**src/design/assert_macros.svh**
```systemverilog
// Assertion macros shared by the length search modules.
// Needs a clock named clk and an active-low reset named rst_n in the using module.
`ifndef ASSERT_MACROS_SVH
`define ASSERT_MACROS_SVH
// Same-cycle implication, sampled on the rising clock edge, off during reset.
`define CHK_IMPLY(label, ante, cons, msg) \
    label: assert property (@(posedge clk) disable iff (!rst_n) (ante) |-> (cons)) \
        else $error(msg);
// Next-cycle implication, sampled on the rising clock edge, off during reset.
`define CHK_NEXT(label, ante, cons, msg) \
    label: assert property (@(posedge clk) disable iff (!rst_n) (ante) |=> (cons)) \
        else $error(msg);
`endif

```
**src/design/fsls_pkg.sv**
```systemverilog
// Package for the 7-smooth length search: constants, operation codes and
// the command and status structs between controller and datapath. No dependencies.
`timescale 1ns / 1ps

package fsls_pkg;

    // Default width of the requested length.
    localparam int LENGTH_BITS_DEF = 24;

    // Operation codes.
    localparam logic OP_NEXT = 1'b0;
    localparam logic OP_PREV = 1'b1;

    // Commands from the controller to the datapath.
    typedef struct packed {
        logic load;     // capture the request and start the search
        logic mul7;     // next power of seven
        logic enter5;   // start the power-of-five walk from the power of seven
        logic mul5;     // next multiple by five
        logic enter3;   // start the power-of-three walk
        logic mul3;     // keep the candidate if better, then next multiple by three
        logic enter_x;  // load the doubling register from the current product
        logic dbl_x;    // double the candidate
    } cmd_t;

    // Status from the datapath to the controller.
    typedef struct packed {
        logic p7_in;    // power of seven within the bound
        logic p75_in;   // product with fives within the bound
        logic p753_in;  // product with threes within the bound
        logic x_grow;   // candidate should be doubled once more
    } status_t;

endpackage

```
**src/design/fsls_datapath.sv**
```systemverilog
// Datapath of the 7-smooth length search: product registers, doubling
// register and best candidate. Depends on fsls_pkg and assert_macros.svh.
`timescale 1ns / 1ps
`include "assert_macros.svh"

module fsls_datapath
    import fsls_pkg::*;
#(
    parameter int LENGTH_BITS = LENGTH_BITS_DEF
)
(
    input  logic                   clk,
    input  logic                   rst_n,
    input  cmd_t                   cmd,
    input  logic                   operation,
    input  logic [LENGTH_BITS-1:0] request_length,
    output status_t                status,
    output logic [LENGTH_BITS:0]   smooth_length
);

    // Products reach at most seven times the bound before they are compared.
    localparam int BOUND_BITS = LENGTH_BITS + 1;
    localparam int WORK_BITS  = LENGTH_BITS + 4;

    logic                   prev_reg;
    logic [LENGTH_BITS-1:0] n_reg;
    logic [BOUND_BITS-1:0]  lim_reg;
    logic [BOUND_BITS-1:0]  best_reg;
    logic [WORK_BITS-1:0]   p7_reg;
    logic [WORK_BITS-1:0]   p75_reg;
    logic [WORK_BITS-1:0]   p753_reg;
    logic [WORK_BITS-1:0]   x_reg;

    logic [LENGTH_BITS-1:0] n_in;
    logic [BOUND_BITS-1:0]  twice_n;
    logic [WORK_BITS-1:0]   n_ext;
    logic [WORK_BITS-1:0]   lim_ext;
    logic [WORK_BITS-1:0]   best_ext;
    logic [WORK_BITS-1:0]   x_dbl;
    logic [WORK_BITS-1:0]   p7_mul;
    logic [WORK_BITS-1:0]   p75_mul;
    logic [WORK_BITS-1:0]   p753_mul;
    logic                   x_better;

    // A zero request counts as a request of one.
    assign n_in    = (request_length == '0) ? LENGTH_BITS'(1) : request_length;
    assign twice_n = {n_in, 1'b0};

    assign n_ext    = WORK_BITS'(n_reg);
    assign lim_ext  = WORK_BITS'(lim_reg);
    assign best_ext = WORK_BITS'(best_reg);
    assign x_dbl    = {x_reg[WORK_BITS-2:0], 1'b0};

    // Constant multiplies as shift and add.
    assign p7_mul   = {p7_reg[WORK_BITS-4:0], 3'b000} - p7_reg;
    assign p75_mul  = {p75_reg[WORK_BITS-3:0], 2'b00} + p75_reg;
    assign p753_mul = {p753_reg[WORK_BITS-2:0], 1'b0} + p753_reg;

    assign status.p7_in   = (p7_reg <= lim_ext);
    assign status.p75_in  = (p75_reg <= lim_ext);
    assign status.p753_in = (p753_reg <= lim_ext);
    assign status.x_grow  = (prev_reg == OP_PREV) ? (x_dbl <= n_ext) : (x_reg < n_ext);

    assign x_better = (prev_reg == OP_PREV) ? (x_reg > best_ext) : (x_reg < best_ext);

    always_ff @(posedge clk)
    begin
        if (cmd.load)
        begin
            prev_reg <= operation;
            n_reg    <= n_in;
            p7_reg   <= WORK_BITS'(1);
            if (operation == OP_PREV)
            begin
                lim_reg  <= BOUND_BITS'(n_in);
                best_reg <= BOUND_BITS'(1);
            end
            else
            begin
                lim_reg  <= twice_n;
                best_reg <= twice_n;
            end
        end
        if (cmd.mul7)
        begin
            p7_reg <= p7_mul;
        end
        if (cmd.enter5)
        begin
            p75_reg <= p7_reg;
        end
        if (cmd.mul5)
        begin
            p75_reg <= p75_mul;
        end
        if (cmd.enter3)
        begin
            p753_reg <= p75_reg;
        end
        if (cmd.mul3)
        begin
            p753_reg <= p753_mul;
            if (x_better)
            begin
                best_reg <= x_reg[BOUND_BITS-1:0];
            end
        end
        if (cmd.enter_x)
        begin
            x_reg <= p753_reg;
        end
        if (cmd.dbl_x)
        begin
            x_reg <= x_dbl;
        end
    end

    assign smooth_length = best_reg;

    // A candidate kept in next mode lies between the request and the bound.
    `CHK_IMPLY(a_next_cand, cmd.mul3 && prev_reg == OP_NEXT,
               x_reg >= n_ext && x_reg <= lim_ext, "next-mode candidate out of range")
    // A candidate kept in prev mode is at most the request and above half of it.
    `CHK_IMPLY(a_prev_cand, cmd.mul3 && prev_reg == OP_PREV,
               x_reg <= n_ext && x_dbl > n_ext, "prev-mode candidate out of range")

endmodule

```
**src/design/fsls_ctrl.sv**
```systemverilog
// Controller of the 7-smooth length search: walks the nested product loops
// and the doubling loop. Depends on fsls_pkg and assert_macros.svh.
`timescale 1ns / 1ps
`include "assert_macros.svh"

module fsls_ctrl
    import fsls_pkg::*;
(
    input  logic    clk,
    input  logic    rst_n,
    input  logic    start,
    input  status_t status,
    output cmd_t    cmd,
    output logic    busy,
    output logic    done
);

    typedef enum logic [5:0] {
        S_IDLE = 6'b000001,
        S_CHK7 = 6'b000010,
        S_CHK5 = 6'b000100,
        S_CHK3 = 6'b001000,
        S_DBL  = 6'b010000,
        S_DONE = 6'b100000
    } state_t;

    state_t state_reg;
    state_t state_next;

    always_comb
    begin
        state_next = state_reg;
        cmd        = '0;
        unique case (state_reg)
            S_IDLE:
            begin
                if (start)
                begin
                    cmd.load   = 1'b1;
                    state_next = S_CHK7;
                end
            end
            S_CHK7:
            begin
                if (status.p7_in)
                begin
                    cmd.enter5 = 1'b1;
                    state_next = S_CHK5;
                end
                else
                begin
                    state_next = S_DONE;
                end
            end
            S_CHK5:
            begin
                if (status.p75_in)
                begin
                    cmd.enter3 = 1'b1;
                    state_next = S_CHK3;
                end
                else
                begin
                    cmd.mul7   = 1'b1;
                    state_next = S_CHK7;
                end
            end
            S_CHK3:
            begin
                if (status.p753_in)
                begin
                    cmd.enter_x = 1'b1;
                    state_next  = S_DBL;
                end
                else
                begin
                    cmd.mul5   = 1'b1;
                    state_next = S_CHK5;
                end
            end
            S_DBL:
            begin
                if (status.x_grow)
                begin
                    cmd.dbl_x = 1'b1;
                end
                else
                begin
                    cmd.mul3   = 1'b1;
                    state_next = S_CHK3;
                end
            end
            S_DONE:
            begin
                state_next = S_IDLE;
            end
            default:
            begin
                state_next = S_IDLE;
            end
        endcase
    end

    always_ff @(posedge clk or negedge rst_n)
    begin
        if (!rst_n)
        begin
            state_reg <= S_IDLE;
        end
        else
        begin
            state_reg <= state_next;
        end
    end

    assign busy = (state_reg != S_IDLE);
    assign done = (state_reg == S_DONE);

    // An accepted request starts the search in the following cycle.
    `CHK_NEXT(a_start_busy, start && !busy, busy && !done, "request not taken up")
    // The result strobe lasts one cycle and the block is free right after.
    `CHK_NEXT(a_done_once, done, !done && !busy, "result strobe not single")

endmodule

```
**src/design/fft_smooth_length_search.sv**
```systemverilog
// Top level of the 7-smooth transform length search.
// Depends on fsls_pkg, fsls_ctrl and fsls_datapath.
`timescale 1ns / 1ps

// Usage
// A request word (operation, request_length) is taken at a rising edge where
// start is high and busy is low. Operation next returns the smallest length
// of the form 2^a*3^b*5^c*7^d at or above the request; operation prev
// returns the largest such length at or below it. A zero request counts as one.
// The result word appears on smooth_length while done is high, for exactly
// one cycle; the receiver cannot stall it, so it must take it then.
// Search: the controller visits every product of powers of 7, 5 and 3 up to
// the bound (twice the request in next mode, the request in prev mode), tests
// each loop level in turn, and doubles each product towards the request,
// keeping the best candidate. One request is in work at a time; a new
// request is taken only after done, once busy is low again.
// Reset returns the controller to idle; no request is in work afterwards. The
// datapath registers, smooth_length among them, are not reset.

module fft_smooth_length_search
    import fsls_pkg::*;
#(
    parameter int LENGTH_BITS = LENGTH_BITS_DEF
)
(
    input  logic                   clk,
    input  logic                   rst_n,
    input  logic                   start,
    output logic                   busy,
    input  logic                   operation,
    input  logic [LENGTH_BITS-1:0] request_length,
    output logic                   done,
    output logic [LENGTH_BITS:0]   smooth_length
);

    cmd_t    cmd;
    status_t status;

    // The controller sequences the nested loops; it sees only status flags.
    fsls_ctrl u_ctrl (
        .clk    (clk),
        .rst_n  (rst_n),
        .start  (start),
        .status (status),
        .cmd    (cmd),
        .busy   (busy),
        .done   (done)
    );

    // The datapath holds the products and the best length found so far,
    // which stays on smooth_length and is valid while done is high.
    fsls_datapath #(
        .LENGTH_BITS (LENGTH_BITS)
    ) u_datapath (
        .clk            (clk),
        .rst_n          (rst_n),
        .cmd            (cmd),
        .operation      (operation),
        .request_length (request_length),
        .status         (status),
        .smooth_length  (smooth_length)
    );

endmodule
```
**config.mk**
```make
export PLATFORM = sky130hd
export DESIGN_NAME = fft_smooth_length_search
export DESIGN_NICKNAME = d
export VERILOG_FILES = /design/src/design/fsls_pkg.sv /design/src/design/fsls_datapath.sv /design/src/design/fsls_ctrl.sv /design/src/design/fft_smooth_length_search.sv
export VERILOG_INCLUDE_DIRS = /design/src /design/src/design
export SDC_FILE = /design/constraint.sdc
export NUM_CORES = 1
export LEC_CHECK = 0
export BUFFER_PORTS_ARGS = -buffer_cell sky130_fd_sc_hd__buf_4
export CAP_MARGIN = 20
export CORE_UTILIZATION = 55
export DETAILED_ROUTE_END_ITERATION = 7
export GPL_TIMING_DRIVEN = 0
export PLACE_DENSITY = 0.72
export SYNTH_ARGS = -nofsm -noshare
export SYNTH_HDL_FRONTEND = slang
export SYNTH_HIERARCHICAL = 1
export SYNTH_SLANG_ARGS = --single-unit
export TNS_END_PERCENT = 5
```
**constraint.sdc**
```tcl
create_clock -name clk -period 3.99 [get_ports clk]
set_input_delay 0.5985 -clock clk [delete_from_list [all_inputs] [get_ports clk]]
set_output_delay 0.5985 -clock clk [all_outputs]
set_load 0.01 [all_outputs]
```
Word-level counts from Yosys, hierarchy flattened --
Index checks and enable logic that the tools add are counted.
Storage, ports and cells: input port bits 28, output and inout bits 27, register bits after elaboration 193, word-level logic and storage cells 75
Operators by class: add/subtract/negate cells 3, mux-type cells 38, magnitude comparators 7, reduce and logical (&&, ||, !) cells 6, equality and inequality tests 9
Operators by type and width (count):
- $mux 28 | 8
- $mux 25 | 4
- $le 28x25->1 | 3
- $add 28x28->28 | 2
- $mux 24 | 2
- $pmux 6 s5 | 1
- $gt 28x25->1 | 1
- $le 28x24->1 | 1
- $lt 28x24->1 | 1
- $lt 28x25->1 | 1
- $sub 28x28->28 | 1
- $logic_not 24->1 | 1
- $mux 1 | 18
- $mux 6 | 3
- $reduce_bool 2->1 | 4
- $eq 6x1->1 const B | 1
- $eq 6x2->1 const B | 1
- $eq 6x3->1 const B | 1
- $eq 6x4->1 const B | 1
- $eq 6x5->1 const B | 1
- $eq 6x6->1 const B | 1
- $ne 6x1->1 const B | 1
- $mux 5 | 1
- $mux 4 | 1
- 2 further kinds | 3

Longest topological paths before layout --
Gate-level depths: netlist (run 1).
word-level depth 6, gate-level depth with buffers 16, mapped depth without buffers 15

Hierarchy --
The synthesis (run 1) kept the hierarchy.
By module, submodules not included:
- fsls_datapath | cells an instance 1448, sequential area each 5325.1 um2, area an instance 14609.0 um2, times used 1
- fsls_ctrl | cells an instance 40, sequential area each 151.4 um2, area an instance 369.1 um2, times used 1

Least setup slack after synthesis (run 1) --
OpenSTA, ideal clock, no wires.
path type flip-flop to flip-flop, start point reg u_ctrl.state_reg[4], end point reg u_datapath.p7_reg[10] (enable), setup slack 728 ps, arrival 2894 ps, path buffers 1, library setup time 367 ps, clock period less this slack 3262 ps, stages on the path, launching flop included 5, data required time 3623 ps, path through dfrtp_1 nor4_4 and3_1 clkbuf_1 or2_2
RTL lines:
- from (decl) | RTL line fsls_ctrl.sv:27 | state_t state_reg;
- from (signal assigned) | RTL line fsls_ctrl.sv:112 | state_reg <= state_next;
- to (signal assigned) | RTL line fsls_datapath.sv:86 | p7_reg <= p7_mul;
- to (decl) | RTL line fsls_datapath.sv:29 | logic [WORK_BITS-1:0] p7_reg;

==> results of run 1 <==
-- cells by family (layout without fill, tap and decap cells) --
| family | count (synthesis) | count (layout) | share of synthesized area, % |
|---|---|---|---|
| AOI/OAI and AO/OA | 394 | 394 | 17.6 |
| xor gates and xnor gates | 54 | 54 | 3.16 |
| adders and majority gates | 222 | 222 | 18.6 |
| buffers and inverters | 182 | 273 | 4.66 |
| DFF | 192 | 192 | 36.6 |
| muxes | 86 | 86 | 6.34 |
| and+or+nand+nor | 358 | 358 | 13.0 |
-- worst max-delay path, stage by stage, from the launching register on --
cell,delay [ns]
edfxtp_1,0.49
ha_1,0.36
nand4_1,0.21
nor3_2,0.39
nand3_1,0.11
a31oi_1,0.36
o211ai_1,0.33
nor2_1,0.17
clkbuf_2,0.26
clkinv_4,0.20
a211oi_4,0.26
buf_4,0.18
buf_6,0.16
mux2_2,0.35
-- repair_timing --
| action | 4_1_cts | 5_1_grt |
|---|---|---|
| resized for setup | 13 | 8 |
| buffers inserted | 3 | 1 |
| endpoints found under the hold margin | 5 | 0 |
| hold buffers | 1 | 0 |
| setup endpoints to repair | 185 | 107 |
| pin swaps | 1 | 1 |
-- cell type report --
class,instances,area (sq um)
Buffer,59,246
Clock buffer,18,439
Clock inverter,14,183
Fill cell,2294,10300
Inverter,122,463
Multi-Input combinational cell,1114,8840
Sequential cell,192,5480
Tap cell,341,427
Timing Repair Buffer,60,465
-- power groups by stage --
stage	logic, mW	registers (mW)	clock network (mW)
after floorplan	1.87	2.85	0
after global placement	2.62	2.86	0
after detailed placement	2.72	2.86	0
after CTS	2.75	2.81	1.83
after global routing	3.08	2.85	1.89
final	2.77	2.81	1.78
-- routing by layer --
layer | wire, um | vias up
met2 | 18500 | 325
met5 | 0 | -
met4 | 874 | 0
met3 | 1590 | 51
li1 | - | 5759
met1 | 16700 | 5735
-- worst paths after layout --
path / endpoint / slack, ns
worst max-delay path: u_datapath/smooth_length[17] / 0.06
worst min-delay path: u_ctrl/state_reg[0] / 0.35
worst max register to register: u_datapath/smooth_length[17] / 0.06
worst min register to register: u_datapath/x_reg[26] / 0.59
max in group asynchronous: u_ctrl/state_reg[0] / 3.28
min in group asynchronous: u_ctrl/state_reg[3] / 0.50
-- stage by stage --
stage / hold slack [ns] / TNS (ns) / utilization, % / instances
floorplan: 0.303 / 0 / - / 1488
global placement: 0.409 / -61.41 / 59.0 / 1883
detailed placement: 0.411 / -54.07 / 59.1 / 1884
CTS: 0.340 / 0 / 61.6 / 1919
global route: 0.352 / 0 / 61.7 / 1920
finish: 0.354 / 0 / 61.7 / 1920
-- cells in the final DEF (no fill, tap or decap), drive strengths merged, types with 63 or more instances in the layout --
master and count:
nor2 76, o21ai 78, buf 63, edfxtp 160, a21oi 88, ha 220
inv 129, clkbuf 73, mux2 71, a21o 87
==> flow_metrics.py, run 1 <==
metrics = {
    "logic_synthesis": {
        "synth_area_leader_cell": "edfxtp_1",
        "synth_top_area_share_pct": 32.1,
        "synth_edf_count": 160,
        "synth_flop_cell": "edfxtp_1",
        "yosysSeqAreaShare_pct": 36.6,
        "ys_async_sr_fraction_pct": 3.13,
        "yosysUniqueCellTypes": 73,
        "synth-seq-cells": 192,
        "synth_commonest_cells": "ha_1, edfxtp_1, inv_1",
        "synth_cells": 1488,
        "avgSynthCellArea_sq_um": 10.1,
        "yosys.cell_count.top_type": "ha_1",
        "synth_area_leaders": "edfxtp_1, ha_1, mux2_2",
        "yosys_warnings": 6,
        "syn-cell-area_sq_um": 15000,
        "synth_fp_nets": 1738,
    },
    "floorplan": {
        "ios": 55,
        "initial_core_util_pct": 55.9,
        "row_count": 60,
        "die_y_um": 167,
        "core_area_sq_um": 26800,
        "die_area_sq_um": 27900,
        "die_x_um": 167,
    },
    "drt": {
        "drtIter0Drc": 865,
        "avgRoutedWirePerCell_um": 19.6,
        "ant_nets": 0,
        "drcViolationCount": 0,
        "drt-total-wl_mm": 37.7,
        "viasPerCell": 6.18,
        "drt_first_pass_iters": 5,
        "dr_total_vias": 11900,
    },
    "pwr": {
        "p_switching_mw": 2.70,
        "seqPwrFrac_pct": 38.2,
        "combPwrFrac_pct": 37.6,
        "p_clk_share_pct": 24.2,
        "powerDensity_nw_per_um2": 445,
        "worst_ir_drop_vdd_mv": 0.305,
        "p_int_mw": 4.67,
        "switching_share_pct": 36.6,
        "total_power_mw": 7.36,
        "p_leak_nw": 7.34,
    },
    "critical_path": {
        "required_ns": 4.32,
        "critPathLaunch": "u_datapath/x_reg[21]",
        "start_kind": "register",
        "reg2reg_depth": 13,
        "cp_max_fo": 10,
        "path_class": "reg -> reg",
        "crit_arrival_ns": 4.25,
        "reg2reg_from": "u_datapath/x_reg[21]",
        "crit_path_end_kind": "register",
    },
    "global_route": {
        "gr-usage-all-layers_pct": 27.3,
        "grt.overflow.total": 0,
        "grt_util_met2_pct": 48.1,
        "grt_max_degree": 42,
        "globalRouteMet1Util_pct": 35.3,
        "gr-usage-met3_pct": 2.31,
        "grt_pass1_wl_mm": 59.8,
        "grt_busiest_layer": "met2",
        "antenna_found_initial": 0,
        "grt_pass1_vias": 11600,
    },
    "place": {
        "place.gp.congestion": 0.959,
        "port_buffers": 54,
        "dp_hpwl_mm": 29.5,
        "dp_slack_ns": -0.783,
        "placed_area_sq_um": 15800,
    },
    "layout": {
        "layout-area-overhead-vs-synth_pct": 10.4,
        "drive_above_1_share_pct": 12.4,
        "final_nets": 1816,
        "antennaDiodeCount": 0,
        "fin_area_sq_um": 16500,
    },
    "clock_tree": {
        "cts.path.max_buffers": 2,
        "cts-htree-levels": 4,
        "cts_sinks": 192,
        "clk_pin_slew_ns": 0.08,
        "insertion_delay_ns": 0.44,
        "numCtsBuffers": 17,
        "cts_root_buf": "clkbuf_16",
        "cts_tree": "built",
    },
    "timing": {
        "finalClockSkew_ns": 0.0181,
        "drv_slew": 0,
        "relSlewSlack_pct": 49.6,
        "rsz0062_at_grt": "false",
        "setup_viol": 0,
        "period_needed_ns": 3.93,
        "setup_slack_ns": 0.0623,
        "max_freq_ghz": 0.255,
        "tightest_slew_ns": 0.755,
        "hold_viol": 0,
        "timing.final.crit_share_pct": 98.4,
    },
    "status": {
        "status": "finished clean",
    },
    "worst_hold_path": {
        "whs_path_depth": 2,
        "min_from": "start",
        "hold_class": "in -> reg",
    },
    "flow_run": {
        "maxCapViolCount": 0,
    },
}
No activity file was read; power rests on OpenSTA's default activity.
==> inputs of run 2 (changes only) <==
CORE_UTILIZATION = 50   (was 55)
PLACE_DENSITY = 0.67   (was 0.72)
RECOVER_POWER = 25   (was unset)
==> flow_metrics.py, run 2 (same netlist as run 1, synthesis figures left out) <==
metrics = {
    "status": {
        "status": "finished clean",
    },
    "drt": {
        "drtIter0Drc": 864,
        "viasPerCell": 5.98,
        "drcViolationCount": 0,
        "avgRoutedWirePerCell_um": 19.3,
        "drt_first_pass_iters": 5,
        "drt-total-wl_mm": 38.0,
        "dr_total_vias": 11800,
        "ant_nets": 0,
    },
    "layout": {
        "final_nets": 1817,
        "antennaDiodeCount": 0,
        "fin_area_sq_um": 16400,
        "final_common_cell": "ha_1",
        "layout-area-overhead-vs-synth_pct": 9.33,
        "stdcell_count": 1970,
        "drive_above_1_share_pct": 8.99,
        "final_cell_mix": "ha_1, edfxtp_1, inv_1, clkbuf_1, a21oi_1",
    },
    "place": {
        "dpl.cell_count": 1933,
        "place.gp.congestion": 0.914,
        "dp_hpwl_mm": 30.0,
        "placed_area_sq_um": 15900,
        "dp_slack_ns": -0.799,
        "port_buffers": 54,
    },
    "timing": {
        "tightest_slew_ns": 0.955,
        "hold-worst-slack_ns": 0.343,
        "drv_slew": 0,
        "period_needed_ns": 3.99,
        "setup_viol": 0,
        "finalClockSkew_ns": 0.0165,
        "rsz0062_at_grt": "true",
        "relSlewSlack_pct": 36.3,
        "hold_viol": 0,
        "max_freq_ghz": 0.251,
        "timing.final.crit_share_pct": 99.9,
        "setup_slack_ns": 0.00362,
    },
    "global_route": {
        "gr-usage-all-layers_pct": 25.4,
        "grt.overflow.total": 0,
        "grt_util_met2_pct": 44.4,
        "gr-usage-met3_pct": 2.46,
        "grt_busiest_layer": "met2",
        "grt_pass1_vias": 11700,
        "antenna_found_initial": 0,
        "globalRouteMet1Util_pct": 32.3,
        "grt_pass1_wl_mm": 60.4,
        "grt_max_degree": 41,
    },
    "clock_tree": {
        "cts-htree-levels": 4,
        "insertion_delay_ns": 0.45,
        "numCtsBuffers": 17,
        "cts_root_buf": "clkbuf_16",
        "cts_sinks": 192,
        "clk_pin_slew_ns": 0.07,
        "cts_tree": "built",
        "cts.path.max_buffers": 2,
    },
    "floorplan": {
        "row_count": 63,
        "core_area_sq_um": 29600,
        "ios": 55,
        "die_y_um": 175,
        "die_x_um": 175,
        "initial_core_util_pct": 50.7,
        "die_area_sq_um": 30700,
    },
    "critical_path": {
        "reg2reg_from": "u_datapath/x_reg[21]",
        "required_ns": 4.32,
        "critPathLaunch": "u_datapath/x_reg[21]",
        "r2r_end": "u_datapath/smooth_length[14]",
        "start_kind": "register",
        "cp_max_fo": 10,
        "crit_arrival_ns": 4.32,
        "crit_path_end_kind": "register",
        "reg2reg_slack_ns": 0.004,
        "critPathCapture": "u_datapath/smooth_length[14]",
        "path_class": "reg -> reg",
        "reg2reg_depth": 13,
    },
    "worst_hold_path": {
        "hold_class": "in -> reg",
    },
    "pwr": {
        "powerDensity_nw_per_um2": 438,
        "worst_ir_drop_vdd_mv": 0.277,
        "p_leak_nw": 7.14,
    },
    "flow_run": {
        "maxCapViolCount": 0,
    },
}
==> run 2: changes by cell type in the layout (fill, tap and decap cells not counted), sizes merged <==
cell      previous run  this run
buf                 63        15
clkbuf              73       127
clkinv               7         4
clkinvlp             0         1
inv                129       126
==> run 2: critical path: stages, from the launching register on <==
cell and delay (ns):
edfxtp_1 0.51, ha_1 0.35, nand4_1 0.16, nor3_2 0.41, nand3_1 0.15, a31oi_1 0.38
o211ai_1 0.34, nor2_1 0.17, clkbuf_2 0.26, clkinv_4 0.18, a211oi_4 0.23, buf_4 0.21
buf_6 0.17, mux2_2 0.34
==> run 2: how the worst min path moves through the flow <==
stage,startpoint,to,slack [ns],cells after the start
floorplan,rst_n,u_ctrl/state_reg[1],0.30,0
global placement,rst_n,u_ctrl/state_reg[4],0.41,1
detailed placement,rst_n,u_ctrl/state_reg[3],0.42,1
CTS,start,u_ctrl/state_reg[0],0.33,2
global route,start,u_ctrl/state_reg[0],0.34,2
finish,start,u_ctrl/state_reg[0],0.34,2
==> run 2: layout make-up <==
type	instances	area, sq um
plain buffers	60	251
clock buffers	23	512
clock inverters	9	67.6
fillers	2681	13200
inverters	122	463
multi-input cells	1114	8840
flip-flops and latches	192	5480
well taps	390	488
repair buffers	60	278
==> run 2: what timing repair did <==
action                                 in CTS  in global routing
gates resized for setup                    17                  5
cloned                                      0                  0
setup endpoints to repair                 186                 84
endpoints found under the hold margin       5                  0
pin swaps                                   1                  1
buffers inserted                            4                  0
hold buffers                                1                  0
==> run 2: metrics by stage <==
step	util (%)	total power [mW]	TNS, ns
floorplan	-	4.72	0
global placement	53.7	5.50	-76.43
detailed placement	53.8	5.59	-66.06
CTS	56.0	7.31	0
global route	55.4	7.64	-0.292
finish	55.4	7.18	0
==> run 2: power by group <==
part | switching, mW | total (mW) | internal (mW) | leakage, nW
combinational | 1.57 | 2.65 | 1.09 | 5.01
clock | 0.796 | 1.72 | 0.920 | 0.286
sequential | 0.218 | 2.81 | 2.59 | 1.84
==> run 2: layer usage <==
layer	vias up	part of all wire [%]
met3	55	3.6
met4	0	2.6
met2	278	49
li1	5762	-
met1	5678	45
met5	-	0
